[src/rtl/core/assert_macros.svh]
// assertion macros shared by the rtl files
// expects clk_i and rst_ni in the scope of the user
`ifndef ASSERT_MACROS_SVH
`define ASSERT_MACROS_SVH

// checked on every rising edge outside reset
`define ASSERT_CLK(label, prop, msg) \
  label: assert property (@(posedge clk_i) disable iff (!rst_ni) prop) else $error(msg);

// checked on every rising edge, reset included
`define ASSERT_ALWAYS(label, prop, msg) \
  label: assert property (@(posedge clk_i) prop) else $error(msg);

`endif

[src/rtl/core/rvdec_pkg.sv]
// types shared by the rv32im control decoder
// no dependencies
`default_nettype none

package rvdec_pkg;

  typedef enum logic [3:0] {
    ALU_ADD    = 4'd0,
    ALU_SUB    = 4'd1,
    ALU_AND    = 4'd2,
    ALU_OR     = 4'd3,
    ALU_XOR    = 4'd4,
    ALU_SLT    = 4'd5,
    ALU_SLTU   = 4'd6,
    ALU_SLL    = 4'd7,
    ALU_SRL    = 4'd8,
    ALU_SRA    = 4'd9,
    ALU_MUL    = 4'd10,
    ALU_MULH   = 4'd11,
    ALU_MULHSU = 4'd12,
    ALU_MULHU  = 4'd13
  } alu_op_e;

  typedef enum logic [1:0] {
    MEM_NONE  = 2'd0,
    MEM_LOAD  = 2'd1,
    MEM_STORE = 2'd2
  } mem_op_e;

  typedef enum logic [1:0] {
    FLOW_SEQ    = 2'd0,
    FLOW_BR_POL0 = 2'd1,
    FLOW_BR_POL1 = 2'd2,
    FLOW_JUMP   = 2'd3
  } flow_e;

  typedef struct packed {
    logic        illegal;
    alu_op_e     alu_op;
    mem_op_e     mem_op;
    flow_e       flow;
    logic        a_from_pc;
    logic        b_from_imm;
    logic [4:0]  rd;
    logic [4:0]  rs1;
    logic [4:0]  rs2;
    logic [31:0] imm;
  } ctrl_t;

endpackage

`default_nettype wire

[src/rtl/core/rvdec_decode.sv]
// combinational instruction decode into a control word
// depends on rvdec_pkg
`default_nettype none

module rvdec_decode
  import rvdec_pkg::*;
(
  input  logic [31:0] instr_i,
  output ctrl_t       ctrl_o
);

  localparam logic [6:0] OPC_REG    = 7'h33;
  localparam logic [6:0] OPC_IMM    = 7'h13;
  localparam logic [6:0] OPC_LUI    = 7'h37;
  localparam logic [6:0] OPC_AUIPC  = 7'h17;
  localparam logic [6:0] OPC_STORE  = 7'h23;
  localparam logic [6:0] OPC_LOAD   = 7'h03;
  localparam logic [6:0] OPC_JAL    = 7'h6f;
  localparam logic [6:0] OPC_JALR   = 7'h67;
  localparam logic [6:0] OPC_BRANCH = 7'h63;

  localparam logic [6:0] F7_BASE   = 7'h00;
  localparam logic [6:0] F7_ALT    = 7'h20;
  localparam logic [6:0] F7_MULDIV = 7'h01;

  localparam logic [2:0] F3_ADD  = 3'd0;
  localparam logic [2:0] F3_SLL  = 3'd1;
  localparam logic [2:0] F3_SLT  = 3'd2;
  localparam logic [2:0] F3_SLTU = 3'd3;
  localparam logic [2:0] F3_XOR  = 3'd4;
  localparam logic [2:0] F3_SR   = 3'd5;
  localparam logic [2:0] F3_OR   = 3'd6;
  localparam logic [2:0] F3_AND  = 3'd7;
  localparam logic [2:0] F3_WORD = 3'd2;

  localparam logic [2:0] F3_BEQ  = 3'd0;
  localparam logic [2:0] F3_BNE  = 3'd1;
  localparam logic [2:0] F3_BLT  = 3'd4;
  localparam logic [2:0] F3_BGE  = 3'd5;
  localparam logic [2:0] F3_BLTU = 3'd6;
  localparam logic [2:0] F3_BGEU = 3'd7;

  logic [6:0]  opc;
  logic [2:0]  f3;
  logic [6:0]  f7;
  logic [4:0]  rd, rs1, rs2;
  logic [31:0] imm_i, imm_s, imm_b, imm_u, imm_j;
  alu_op_e     reg_op, imm_op;
  alu_op_e     br_op;
  flow_e       br_flow;

  assign opc = instr_i[6:0];
  assign rd  = instr_i[11:7];
  assign f3  = instr_i[14:12];
  assign rs1 = instr_i[19:15];
  assign rs2 = instr_i[24:20];
  assign f7  = instr_i[31:25];

  assign imm_i = {{20{instr_i[31]}}, instr_i[31:20]};
  assign imm_s = {{20{instr_i[31]}}, instr_i[31:25], instr_i[11:7]};
  assign imm_b = {{19{instr_i[31]}}, instr_i[31], instr_i[7], instr_i[30:25],
                  instr_i[11:8], 1'b0};
  assign imm_u = {instr_i[31:12], 12'h000};
  assign imm_j = {{11{instr_i[31]}}, instr_i[31], instr_i[19:12], instr_i[20],
                  instr_i[30:21], 1'b0};

  // reg-reg group; bad funct7 gives add, but xor/or/and ignore it
  always_comb begin
    reg_op = ALU_ADD;
    unique case (f3)
      F3_ADD: begin
        if (f7 == F7_BASE)        reg_op = ALU_ADD;
        else if (f7 == F7_ALT)    reg_op = ALU_SUB;
        else if (f7 == F7_MULDIV) reg_op = ALU_MUL;
      end
      F3_SLL: begin
        if (f7 == F7_BASE)        reg_op = ALU_SLL;
        else if (f7 == F7_MULDIV) reg_op = ALU_MULH;
      end
      F3_SLT: begin
        if (f7 == F7_BASE)        reg_op = ALU_SLT;
        else if (f7 == F7_MULDIV) reg_op = ALU_MULHSU;
      end
      F3_SLTU: begin
        if (f7 == F7_BASE)        reg_op = ALU_SLTU;
        else if (f7 == F7_MULDIV) reg_op = ALU_MULHU;
      end
      // divu lands on add; div, rem, remu land here as logic ops
      F3_XOR: reg_op = ALU_XOR;
      F3_SR: begin
        if (f7 == F7_BASE)        reg_op = ALU_SRL;
        else if (f7 == F7_ALT)    reg_op = ALU_SRA;
      end
      F3_OR:  reg_op = ALU_OR;
      F3_AND: reg_op = ALU_AND;
      default: reg_op = ALU_ADD;
    endcase
  end

  // register-immediate group; bit 30 picks arithmetic right shift
  always_comb begin
    imm_op = ALU_ADD;
    unique case (f3)
      F3_ADD:  imm_op = ALU_ADD;
      F3_SLL:  imm_op = ALU_SLL;
      F3_SLT:  imm_op = ALU_SLT;
      F3_SLTU: imm_op = ALU_SLTU;
      F3_XOR:  imm_op = ALU_XOR;
      F3_SR:   imm_op = instr_i[30] ? ALU_SRA : ALU_SRL;
      F3_OR:   imm_op = ALU_OR;
      F3_AND:  imm_op = ALU_AND;
      default: imm_op = ALU_ADD;
    endcase
  end

  // branch compare op and taken polarity
  always_comb begin
    br_op   = ALU_ADD;
    br_flow = FLOW_BR_POL0;
    unique case (f3)
      F3_BEQ:  begin br_op = ALU_SUB;  br_flow = FLOW_BR_POL0; end
      F3_BNE:  begin br_op = ALU_SUB;  br_flow = FLOW_BR_POL1; end
      F3_BLT:  begin br_op = ALU_SLT;  br_flow = FLOW_BR_POL1; end
      F3_BGE:  begin br_op = ALU_SLT;  br_flow = FLOW_BR_POL0; end
      F3_BLTU: begin br_op = ALU_SLTU; br_flow = FLOW_BR_POL1; end
      F3_BGEU: begin br_op = ALU_SLTU; br_flow = FLOW_BR_POL0; end
      default: begin br_op = ALU_ADD;  br_flow = FLOW_BR_POL0; end
    endcase
  end

  always_comb begin
    ctrl_o = '0;
    unique case (opc)
      OPC_REG: begin
        ctrl_o.rd     = rd;
        ctrl_o.rs1    = rs1;
        ctrl_o.rs2    = rs2;
        ctrl_o.alu_op = reg_op;
      end
      OPC_IMM: begin
        ctrl_o.rd         = rd;
        ctrl_o.rs1        = rs1;
        ctrl_o.imm        = imm_i;
        ctrl_o.b_from_imm = 1'b1;
        ctrl_o.alu_op     = imm_op;
      end
      OPC_LUI: begin
        ctrl_o.rd         = rd;
        ctrl_o.imm        = imm_u;
        ctrl_o.b_from_imm = 1'b1;
      end
      OPC_AUIPC: begin
        ctrl_o.rd         = rd;
        ctrl_o.imm        = imm_u;
        ctrl_o.a_from_pc  = 1'b1;
        ctrl_o.b_from_imm = 1'b1;
      end
      OPC_STORE: begin
        // a non-word store is quietly a no-op
        ctrl_o.rs1        = rs1;
        ctrl_o.rs2        = rs2;
        ctrl_o.imm        = imm_s;
        ctrl_o.b_from_imm = 1'b1;
        ctrl_o.mem_op     = (f3 == F3_WORD) ? MEM_STORE : MEM_NONE;
      end
      OPC_LOAD: begin
        ctrl_o.rd         = rd;
        ctrl_o.rs1        = rs1;
        ctrl_o.imm        = imm_i;
        ctrl_o.b_from_imm = 1'b1;
        ctrl_o.mem_op     = (f3 == F3_WORD) ? MEM_LOAD : MEM_NONE;
        ctrl_o.illegal    = (f3 != F3_WORD);
      end
      OPC_JAL: begin
        ctrl_o.rd         = rd;
        ctrl_o.imm        = imm_j;
        ctrl_o.a_from_pc  = 1'b1;
        ctrl_o.b_from_imm = 1'b1;
        ctrl_o.flow       = FLOW_JUMP;
      end
      OPC_JALR: begin
        ctrl_o.rd         = rd;
        ctrl_o.rs1        = rs1;
        ctrl_o.imm        = imm_i;
        ctrl_o.b_from_imm = 1'b1;
        ctrl_o.flow       = FLOW_JUMP;
      end
      OPC_BRANCH: begin
        ctrl_o.rs1    = rs1;
        ctrl_o.rs2    = rs2;
        ctrl_o.imm    = imm_b;
        ctrl_o.alu_op = br_op;
        ctrl_o.flow   = br_flow;
      end
      default: begin
        ctrl_o.illegal = 1'b1;
      end
    endcase
  end

endmodule

`default_nettype wire

[src/rtl/core/rv32im_control_decoder.sv]
// rv32im control decoder top: input register, decode, result register
// depends on rvdec_pkg, rvdec_decode and assert_macros.svh
//
//   channel | signals                                        | direction
//   in      | in_valid_i, in_ready_o, instruction_i          | to block
//   out     | out_valid_o, out_ready_i, illegal_o ... imm    | from block
//
// an instruction is registered twice before out_valid_o: one register
// holds the instruction, one holds the decoded control word.
// one instruction per cycle sustained while out_ready_i stays high; the decode
// sits between the two registers. ready runs back from out_ready_i through each
// stage, so a stall at the output holds both stages and fills them before
// in_ready_o drops. reset empties both stages; payload registers are not reset.
`default_nettype none
`include "assert_macros.svh"

module rv32im_control_decoder
  import rvdec_pkg::*;
(
  input  logic               clk_i,
  input  logic               rst_ni,
  input  logic               in_valid_i,
  output logic               in_ready_o,
  input  logic [31:0]        instruction_i,
  output logic               out_valid_o,
  input  logic               out_ready_i,
  output logic               illegal_o,
  output logic [3:0]         alu_operation_o,
  output logic [1:0]         memory_op_o,
  output logic [1:0]         flow_o,
  output logic               a_from_pc_o,
  output logic               b_from_imm_o,
  output logic [4:0]         dest_reg_o,
  output logic [4:0]         src1_reg_o,
  output logic [4:0]         src2_reg_o,
  output logic signed [31:0] immediate_o
);

  logic        instr_valid_q, instr_valid_d;
  logic [31:0] instr_q;
  logic        res_valid_q, res_valid_d;
  ctrl_t       ctrl_q;
  ctrl_t       ctrl_d;
  logic        res_adv;
  logic        instr_load;
  logic        res_load;

  rvdec_decode u_decode (
    .instr_i (instr_q),
    .ctrl_o  (ctrl_d)
  );

  assign res_adv    = !res_valid_q || out_ready_i;
  assign in_ready_o = !instr_valid_q || res_adv;
  assign instr_load = in_valid_i && in_ready_o;
  assign res_load   = instr_valid_q && res_adv;

  always_comb begin
    instr_valid_d = instr_valid_q;
    res_valid_d   = res_valid_q;
    if (in_ready_o) begin
      instr_valid_d = in_valid_i;
    end
    if (res_adv) begin
      res_valid_d = instr_valid_q;
    end
  end

  always_ff @(posedge clk_i or negedge rst_ni) begin
    if (!rst_ni) begin
      instr_valid_q <= 1'b0;
      res_valid_q   <= 1'b0;
    end else begin
      instr_valid_q <= instr_valid_d;
      res_valid_q   <= res_valid_d;
    end
  end

  always_ff @(posedge clk_i) begin
    if (instr_load) begin
      instr_q <= instruction_i;
    end
    if (res_load) begin
      ctrl_q <= ctrl_d;
    end
  end

  assign out_valid_o     = res_valid_q;
  assign illegal_o       = ctrl_q.illegal;
  assign alu_operation_o = ctrl_q.alu_op;
  assign memory_op_o     = ctrl_q.mem_op;
  assign flow_o          = ctrl_q.flow;
  assign a_from_pc_o     = ctrl_q.a_from_pc;
  assign b_from_imm_o    = ctrl_q.b_from_imm;
  assign dest_reg_o      = ctrl_q.rd;
  assign src1_reg_o      = ctrl_q.rs1;
  assign src2_reg_o      = ctrl_q.rs2;
  assign immediate_o     = $signed(ctrl_q.imm);

  // a transaction taken in always occupies the instruction stage next cycle
  `ASSERT_CLK(a_in_fills, in_valid_i && in_ready_o |=> instr_valid_q, "accepted instruction lost")
  // a full instruction stage moves on whenever the result slot frees up
  `ASSERT_CLK(a_stage_moves, instr_valid_q && res_adv |=> res_valid_q, "decoded word not captured")
  // an illegal instruction never starts a memory access
  `ASSERT_CLK(a_ill_no_mem, out_valid_o && illegal_o |-> memory_op_o == MEM_NONE, "illegal with memory op")
  // jumps always take the immediate as operand b
  `ASSERT_CLK(a_jump_imm, out_valid_o && flow_o == FLOW_JUMP |-> b_from_imm_o, "jump without immediate")
  // both stages are empty on the edge after reset is seen low
  `ASSERT_ALWAYS(a_rst_empty, !rst_ni |=> !out_valid_o && !instr_valid_q, "stage valid in reset")

endmodule

`default_nettype wire
[config.mk]
export PLATFORM = sky130hd
export DESIGN_NAME = rv32im_control_decoder
export DESIGN_NICKNAME = d
export VERILOG_FILES = /design/src/rtl/core/rvdec_pkg.sv /design/src/rtl/core/rvdec_decode.sv /design/src/rtl/core/rv32im_control_decoder.sv
export VERILOG_INCLUDE_DIRS = /design/src /design/src/rtl/core
export SDC_FILE = /design/constraint.sdc
export NUM_CORES = 1
export LEC_CHECK = 0
export ABC_AREA = 0
export BUFFER_PORTS_ARGS = -buffer_cell sky130_fd_sc_hd__buf_2
export CAP_MARGIN = 20
export CORE_ASPECT_RATIO = 1.25
export CORE_MARGIN = 5
export CORE_UTILIZATION = 40
export CTS_CLUSTER_SIZE = 24
export DETAILED_ROUTE_END_ITERATION = 8
export GPL_TIMING_DRIVEN = 0
export PLACE_DENSITY = 0.65
export SETUP_SLACK_MARGIN = 0.1
export SYNTH_ARGS = -nofsm -noshare
export SYNTH_HDL_FRONTEND = slang
export SYNTH_HIERARCHICAL = 1
export SYNTH_SLANG_ARGS = --single-unit
[constraint.sdc]
create_clock -name clk_i -period 2.3 [get_ports clk_i]
set_input_delay 0.23 -clock clk_i [delete_from_list [all_inputs] [get_ports clk_i]]
set_output_delay 0.23 -clock clk_i [all_outputs]
set_load 0.05 [all_outputs]
==> flow_summary.yaml, run 1 <==
pwr:
  clkPwrFrac_pct: 35.5
  ir_drop_uv: 359
  power_uw: 3950
  internal_power_uw: 2930
  leakagePower_uw: 0.00204
  pwr-share-comb_pct: 13.5
  swShare_pct: 25.9
  power_frac_seq_pct: 51.0
  p_switching_uw: 1020
  power_density_nw_per_um2: 832
placement:
  gp_congestion: 0.809
  portBuffers: 95
  pre_cts_ws_ns: -0.123
  dp_hpwl_mm: 5.72
finish:
  seq_area_um2: 2750
  finalCoreUtilization_pct: 51.8
  area_delta_synth_final_pct: 26.2
  multi_input_area_um2: 947
  layout-drive-gt1-share_pct: 34.3
  diodes: 0
  final_cell_mix: "buf_2, edfxtp_1, a21o_1, nor2_1, and2_1"
  fin_nets: 404
  layout_commonest_cell: "buf_2"
  n_fill_cell: 850
timing:
  setup_violations: 0
  max_freq_mhz: 481
  fin_ws_ns: 0.221
  rsz0062_at_grt: "false"
  slew_violations: 0
  fin_crit_ns: 2.08
  post-route-period-util_pct: 90.4
  fin_hold_ws_ns: 0.0647
  skew_ns: 0.00554
  finalHoldViolations: 0
  relSlewSlack_pct: 30.0
  worstMarginPinSlew_ns: 1.04
global_route:
  met2_usage_pct: 24.2
  grtUsageTotal_pct: 14.2
  grt.met3_usage_pct: 3.36
  grt_pass1_vias: 2478
  use_met1_pct: 17.0
  antenna_found_initial: 0
  grt_pass1_wl_mm: 12.8
  grt_max_degree: 38
  busiest_layer: "met2"
  globalRouteOverflowTotal: 0
drt:
  drt_iter0_drc: 160
  firstDrtPassIters: 4
  routed_wl_mm: 8.00
  ant_nets: 0
  avgRoutedWirePerCell_um: 16.1
  vias: 2516
  vias_per_cell: 5.07
  drc: 0
worst_setup_path:
  critical_path_class: "flop to flop"
  slowest_stage: "edfxtp_1"
  crit_fanout: 10
  crit_chain: "nand3b_1 > nand2b_1 > buf_2 > o21ai_4 > and2_2 > buf_4 > a21o_1"
  worstPathArrival_ns: 2.28
  cp.required_ns: 2.50
  crit_path_start_kind: "flop"
  cp-end-kind: "flop"
  r2r_cells: 7
  cp_slowest_stage_delay_ns: 0.48
clock_tree:
  clkTransAtPathRegs_ns: 0.06
  cts_tree: "built"
  cts_buffers: 9
  cts-root-buf: "clkbuf_16"
  htree_levels: 3
  insertion_delay_ns: 0.34
  cts.sinks: 92
  cts_max_path_buffers: 2
worst_hold_path:
  hp-class: "input pin to flop"
  hold_depth: 1
yosys:
  yosys_register_bits: 92
  yosysSeqAreaShare_pct: 73.1
  yosysWarnings: 6
  synth.top_cells.by_area: "edfxtp_1, a21o_1, and2_1, nor2_1, dfrtp_1"
  synth_area_leader_cell: "edfxtp_1"
  synth.distinct_cells: 42
  avgSynthCellArea_um2: 14.6
  synth.net_count: 293
  synth_area_um2: 3760
  synth_top_area_share_pct: 71.8
  synthesis.instances: 257
floorplan:
  die-area_um2: 11500
  initial_core_util_pct: 41.0
  io_pins: 96
  die_w_um: 96.8
  core_um2: 9170
  rows: 39
  fp.dieH_um: 118
job:
  cap_violations: 0
status:
  outcome: "finished, final reports clean"
-- power groups by stage --
stage	clock, µW	sequential [µW]	combinational, µW
after floorplan	0	2290	138
after global placement	0	2050	517
after detailed placement	0	2050	531
after CTS	1450	2020	535
after global routing	1520	2030	565
final	1400	2010	535
-- cell type report --
type	count	area share, %
clock buffer	11	4.90
buffer	13	1.45
tap	123	3.24
sequential	92	57.9
inverter	4	0.316
multi-input combinational	148	19.9
clock inverter	5	1.11
timing repair buffer	100	11.1
-- through the flow --
| step | area, µm² | std cells | TNS (ns) |
|---|---|---|---|
| floorplan | 3760 | 257 | 0 |
| global placement | 4390 | 475 | -0.706 |
| detailed placement | 4410 | 476 | -1.12 |
| CTS | 4730 | 494 | 0 |
| global route | 4750 | 496 | 0 |
| finish | 4750 | 496 | 0 |
-- Yosys cell counts, drive strengths merged --
library cell  count
nor4b             1
nand4             1
nand2            13
nor4              4
edfxtp           90
nor3              7
o31a              1
clkbuf            8
dfrtp             2
nand3             4
a22o              5
and3b             1
and2             19
o21ai             7
nor2b             3
or3               2
mux2i             2
o21a              2
buf               5
o211ai            2
a21o             20
a21oi             9
nor2             18
a211oi            3
nand2b            8
o31ai             4
o32a              1
or4               1
nand3b            2
nor3b             1
a31oi             2
and3              5
inv               4
-- cell families after synthesis --
group | count (synthesis) | share of synthesized area [%]
flip-flops | 92 | 73.1
AND/OR/NAND/NOR | 90 | 13.9
AO/OA/AOI/OAI | 56 | 10.3
buffers and inverters | 17 | 2.16
multiplexers | 2 | 0.532
-- final timing paths --
check,to,slack [ns],startpoint
setup / recovery,immediate_o[25]$_DFFE_PP_,0.22,instr_q[3]$_DFFE_PP_
hold / removal,instr_q[8]$_DFFE_PP_,0.06,instruction_i[8]
setup reg to reg,immediate_o[25]$_DFFE_PP_,0.22,instr_q[3]$_DFFE_PP_
hold reg to reg,immediate_o[15]$_DFFE_PP_,0.54,instr_q[15]$_DFFE_PP_
max in group asynchronous,out_valid_o$_DFFE_PN0P_,2.00,rst_ni
min in group asynchronous,instr_valid_q$_DFFE_PN0P_,0.20,rst_ni
-- timing repair --
item / 4_1_cts / 5_1_grt
buffers inserted: 1 / 2
endpoints found under the hold margin: 2 / 0
pin swaps: 1 / 0
hold buffers: 1 / 0
endpoints found under the setup margin: 11 / 22
gates resized for setup: 2 / 5
-- metal layers --
layer	up-vias	wire [µm]
li1	1193	-
met1	1207	3280
met2	99	4080
met3	17	443
met4	0	202
met5	-	0
-- worst max-delay path: cells and delay by family (launching register included) --
kind	cells	cell delay, ns
simple gates	3	0.67
flops	1	0.48
compound gates	2	0.41
buf+inv	2	0.37
-- flip-flops by register name, indices dropped and copies added, names as in the netlist --
signal and cells:
instr_valid_q 1, immediate_o 32, alu_operation_o 4, a_from_pc_o 1, src2_reg_o 5, src1_reg_o 5, flow_o 2, b_from_imm_o 1
instr_q 32, out_valid_o 1, illegal_o 1, memory_op_o 2, dest_reg_o 5
Note: power is estimated with default switching activity, not from simulation.
==> inputs of run 2 (changes only) <==
Settings changed: RECOVER_POWER set to 50.
==> run 2 against run 1 <==
Effect of this change:
- register-to-register slack about the same
- die area unchanged
- sequential power about the same
- first-iteration DRC count increased by 16%
- count of clock-buffer cells in the layout unchanged
- largest cell class unchanged
==> flow_summary.yaml, run 2 (synthesis gave the netlist of run 1 again) <==
timing:
  post-route-period-util_pct: 90.5
  setup_violations: 0
  skew_ns: 0.00551
  max_freq_mhz: 480
  slew_violations: 0
  relSlewSlack_pct: 30.1
  finalHoldViolations: 0
  rsz0062_at_grt: "false"
  fin_crit_ns: 2.08
  worstMarginPinSlew_ns: 1.04
clock_tree:
  clkTransAtPathRegs_ns: 0.06
  htree_levels: 3
  cts_max_path_buffers: 2
  cts.sinks: 92
  cts_buffers: 9
  cts-root-buf: "clkbuf_16"
  insertion_delay_ns: 0.34
  cts_tree: "built"
worst_setup_path:
  cp.required_ns: 2.50
  critical_path_class: "flop to flop"
  crit_start: "instr_q[3]$_DFFE_PP_"
  worstPathArrival_ns: 2.28
  reg2reg_setup_slack_ns: 0.22
  crit_fanout: 10
  crit_path_start_kind: "flop"
  reg2reg_from: "instr_q[3]$_DFFE_PP_"
  r2r-end: "immediate_o[25]$_DFFE_PP_"
  cp-end-kind: "flop"
  endpoint: "immediate_o[25]$_DFFE_PP_"
  r2r_cells: 7
worst_hold_path:
  hp-class: "input pin to flop"
pwr:
  ir_drop_uv: 359
  leakagePower_uw: 0.00184
  power_uw: 3930
  power_density_nw_per_um2: 843
drt:
  drc: 0
  ant_nets: 0
  vias: 2508
  vias_per_cell: 5.06
  avgRoutedWirePerCell_um: 16.3
  drt_iter0_drc: 185
  routed_wl_mm: 8.08
  firstDrtPassIters: 4
status:
  outcome: "finished, final reports clean"
finish:
  layout-drive-gt1-share_pct: 17.4
  final_cell_mix: "edfxtp_1, clkbuf_1, buf_2, a21o_1, nor2_1"
  multi_input_area_um2: 937
  fin_nets: 404
  finalNonFillerCells: 496
  seq_area_um2: 2750
  diodes: 0
  n_fill_cell: 873
  layout_commonest_cell: "edfxtp_1"
  area_delta_synth_final_pct: 23.9
global_route:
  antenna_found_initial: 0
  globalRouteOverflowTotal: 0
  grt_pass1_wl_mm: 12.8
  grt_pass1_vias: 2478
  grt_max_degree: 38
  grtUsageTotal_pct: 14.2
placement:
  gp_congestion: 0.809
  portBuffers: 95
  dpl.cell_count: 476
  dp_hpwl_mm: 5.72
floorplan:
  core_um2: 9170
  die_w_um: 96.8
  initial_core_util_pct: 41.0
  die-area_um2: 11500
  rows: 39
  fp.dieH_um: 118
  io_pins: 96
job:
  cap_violations: 0
run 2: cell count changes in the layout (fill, tap and decap cells not counted), sizes merged:
cell	previous run	this run
clkbuf	19	82
buf	104	41
run 2: critical path: stages, from the launching register on:
cell      delay, ns
edfxtp_1       0.48
nand3b_1       0.29
nand2b_1       0.18
buf_2          0.20
o21ai_4        0.29
and2_2         0.20
buf_4          0.18
a21o_1         0.12
run 2: layout make-up:
cell class	count	area share (%)
plain buffers	13	1.48
clock buffers	11	4.99
clock inverters	5	1.13
inverters	4	0.322
multi-input cells	148	20.1
flip-flops and latches	92	59.0
well taps	123	3.30
repair buffers	100	9.64
run 2: routing by layer:
layer	GRT usage (%)	routed length (µm)	share of wire, %	vias up
li1	-	-	-	1191
met1	17.0	3330	41	1209
met2	24.2	4140	51	91
met3	3.36	407	5.0	17
met4	6.85	201	2.5	0
met5	0	0	0	-
run 2: worst min path at each step:
stage                      start                   endpoint  slack [ns]  depth (start not counted)
4_1_cts        instruction_i[11]      instr_q[11]$_DFFE_PP_        0.05                          1
3_3_place_gp              rst_ni    out_valid_o$_DFFE_PN0P_        0.02                          1
3_5_place_dp              rst_ni  instr_valid_q$_DFFE_PN0P_        0.02                          1
6_report       instruction_i[13]      instr_q[13]$_DFFE_PP_        0.06                          1
5_1_grt        instruction_i[21]      instr_q[21]$_DFFE_PP_        0.05                          1
2_1_floorplan             rst_ni  instr_valid_q$_DFFE_PN0P_       -0.07                          0
run 2: where the power goes:
group	internal, µW	switching, µW	total, µW
registers	1970	47.5	2020
logic	103	410	513
clock network	836	567	1400
run 2: stage by stage:
stage          setup slack [ns]  utilization, %  area [µm²]  hold WS (ns)  setup TNS [ns]
2_1_floorplan             0.359               -        3760       -0.0656               0
3_3_place_gp            -0.0734            47.9        4390        0.0164          -0.706
3_5_place_dp             -0.123            48.1        4410        0.0210           -1.12
4_1_cts                   0.102            51.5        4730        0.0532               0
5_1_grt                   0.117            50.8        4660        0.0537               0
6_report                  0.217            50.8        4660        0.0650               0
run 2: repair_timing:
item,in CTS,in global routing
hold buffers,1,0
pin swaps,1,0
hold endpoints to repair,2,0
buffers inserted,1,2
gates resized for setup,2,5
endpoints found under the setup margin,11,22
==> inputs of run 3 (changes only) <==
Settings changed: CORE_UTILIZATION 40 to 47, PLACE_DENSITY 0.65 to 0.75.
==> run 3 against run 2 <==
Effect of this change:
- critical path depth fell by 2
- combinational power fell by 1%
- routed wire length fell by 3.8%
- fmax fell by 3.6%
- worst setup slack got worse by 0.079 ns
- final area fell by 2.5%
- largest cell class unchanged
==> flow_summary.yaml, run 3 (synthesis gave the netlist of run 1 again) <==
timing:
  post-route-period-util_pct: 94.0
  relSlewSlack_pct: 24.6
  rsz0062_at_grt: "true"
  finalHoldViolations: 0
  setup_violations: 0
  worstMarginPinSlew_ns: 1.13
  max_freq_mhz: 463
  slew_violations: 0
  skew_ns: 0.00897
  fin_crit_ns: 2.16
  fin_hold_ws_ns: 0.0359
pwr:
  pwr-share-comb_pct: 13.7
  ir_drop_uv: 554
  swShare_pct: 27.4
  leakagePower_uw: 0.00179
  power_uw: 3700
  internal_power_uw: 2680
  power_density_nw_per_um2: 814
  p_switching_uw: 1020
  clkPwrFrac_pct: 31.9
  power_frac_seq_pct: 54.4
worst_setup_path:
  r2r-end: "immediate_o[2]$_DFFE_PP_"
  reg2reg_setup_slack_ns: 0.14
  crit_path_start_kind: "flop"
  cp.required_ns: 2.52
  crit_fanout: 10
  crit_start: "instr_q[3]$_DFFE_PP_"
  r2r_cells: 5
  cp-end-kind: "flop"
  critical_path_class: "flop to flop"
  endpoint: "immediate_o[2]$_DFFE_PP_"
  worstPathArrival_ns: 2.39
  reg2reg_from: "instr_q[3]$_DFFE_PP_"
drt:
  routed_wl_mm: 7.78
  ant_nets: 0
  drc: 0
  avgRoutedWirePerCell_um: 16.7
  firstDrtPassIters: 4
  vias_per_cell: 5.27
  vias: 2462
  drt_iter0_drc: 163
finish:
  layout_commonest_cell: "edfxtp_1"
  fin_nets: 403
  finalCoreUtilization_pct: 58.3
  area_delta_synth_final_pct: 20.8
  final_cell_mix: "edfxtp_1, clkbuf_1, buf_2, a21o_1, nor2_1"
  diodes: 0
  layout-drive-gt1-share_pct: 18.0
clock_tree:
  cts-root-buf: "clkbuf_8"
  cts.sinks: 92
  insertion_delay_ns: 0.36
  htree_levels: 3
  cts_tree: "built"
  clkTransAtPathRegs_ns: 0.09
  cts_buffers: 9
  cts_max_path_buffers: 2
worst_hold_path:
  hp-class: "input pin to flop"
floorplan:
  initial_core_util_pct: 48.3
  io_pins: 96
  die-area_um2: 9910
  die_w_um: 90.0
  rows: 36
  fp.dieH_um: 110
  core_um2: 7790
status:
  outcome: "finished, final reports clean"
job:
  cap_violations: 0
global_route:
  grt_pass1_vias: 2319
  grt_max_degree: 45
  antenna_found_initial: 0
  globalRouteOverflowTotal: 0
  grt_pass1_wl_mm: 11.7
  grtUsageTotal_pct: 15.5
placement:
  portBuffers: 95
  gp_congestion: 0.839
  dp_hpwl_mm: 5.36
[run 3: cell count changes in the layout (fill, tap and decap cells not counted), moves of 2 or more]
cell        delta
clkbuf_1       -4
clkinvlp_4     +3
clkinv_2       -2
clkbuf_8       +9
buf_2          +3
clkbuf_16      -9
[run 3: through the flow]
stage	setup TNS (ns)	instance area [µm²]	instances	worst slack [ns]
3_3_place_gp	-0.452	4360	447	-0.0514
6_report	0	4550	467	0.139
3_5_place_dp	-0.346	4380	448	-0.0439
2_1_floorplan	0	3760	257	0.359
5_1_grt	0	4550	467	0.0407
4_1_cts	0	4620	465	0.135
[run 3: critical path, stage by stage, from the launching register on]
cell	delay [ns]
edfxtp_1	0.49
nand3b_1	0.30
nand2b_1	0.19
buf_2	0.19
o31ai_1	0.59
a22o_1	0.26
[run 3: area by class of cell]
type,instances,area [µm²]
fill,652,3250
buffer,13,67.6
timing repair buffer,99,445
sequential,92,2750
clock buffer,9,124
tap,95,119
multi-input combinational,148,923
inverter,4,15.0
clock inverter,7,100
[run 3: what timing repair did]
item	in CTS	in global routing
buffers inserted	0	2
hold endpoints to repair	2	0
pin swaps	0	1
setup endpoints to repair	10	16
cloned	0	0
hold buffers	1	0
gates resized for setup	2	0
[run 3: per-layer routing]
layer	vias to the layer above	track usage (%)	routed length, µm
met5	-	0	0
met4	0	9.68	220
met3	16	3.53	423
met2	80	25.4	4040
met1	1181	18.8	3100
li1	1185	-	-
[run 3: power groups by stage]
stage / sequential [µW] / combinational, µW / clock (µW)
after global routing: 2030 / 537 / 1270
after floorplan: 2290 / 138 / 0
after detailed placement: 2050 / 527 / 0
final: 2010 / 507 / 1180
after global placement: 2050 / 512 / 0
after CTS: 2020 / 530 / 1200
[run 3: worst min-delay path by stage]
stage / cells after the start / from / endpoint / slack, ns
floorplan: 0 / rst_ni / instr_valid_q$_DFFE_PN0P_ / -0.07
global placement: 1 / rst_ni / out_valid_o$_DFFE_PN0P_ / 0.01
detailed placement: 1 / rst_ni / out_valid_o$_DFFE_PN0P_ / 0.02
CTS: 1 / instruction_i[20] / instr_q[20]$_DFFE_PP_ / 0.02
global route: 1 / instruction_i[15] / instr_q[15]$_DFFE_PP_ / 0.02
finish: 1 / instruction_i[20] / instr_q[20]$_DFFE_PP_ / 0.04
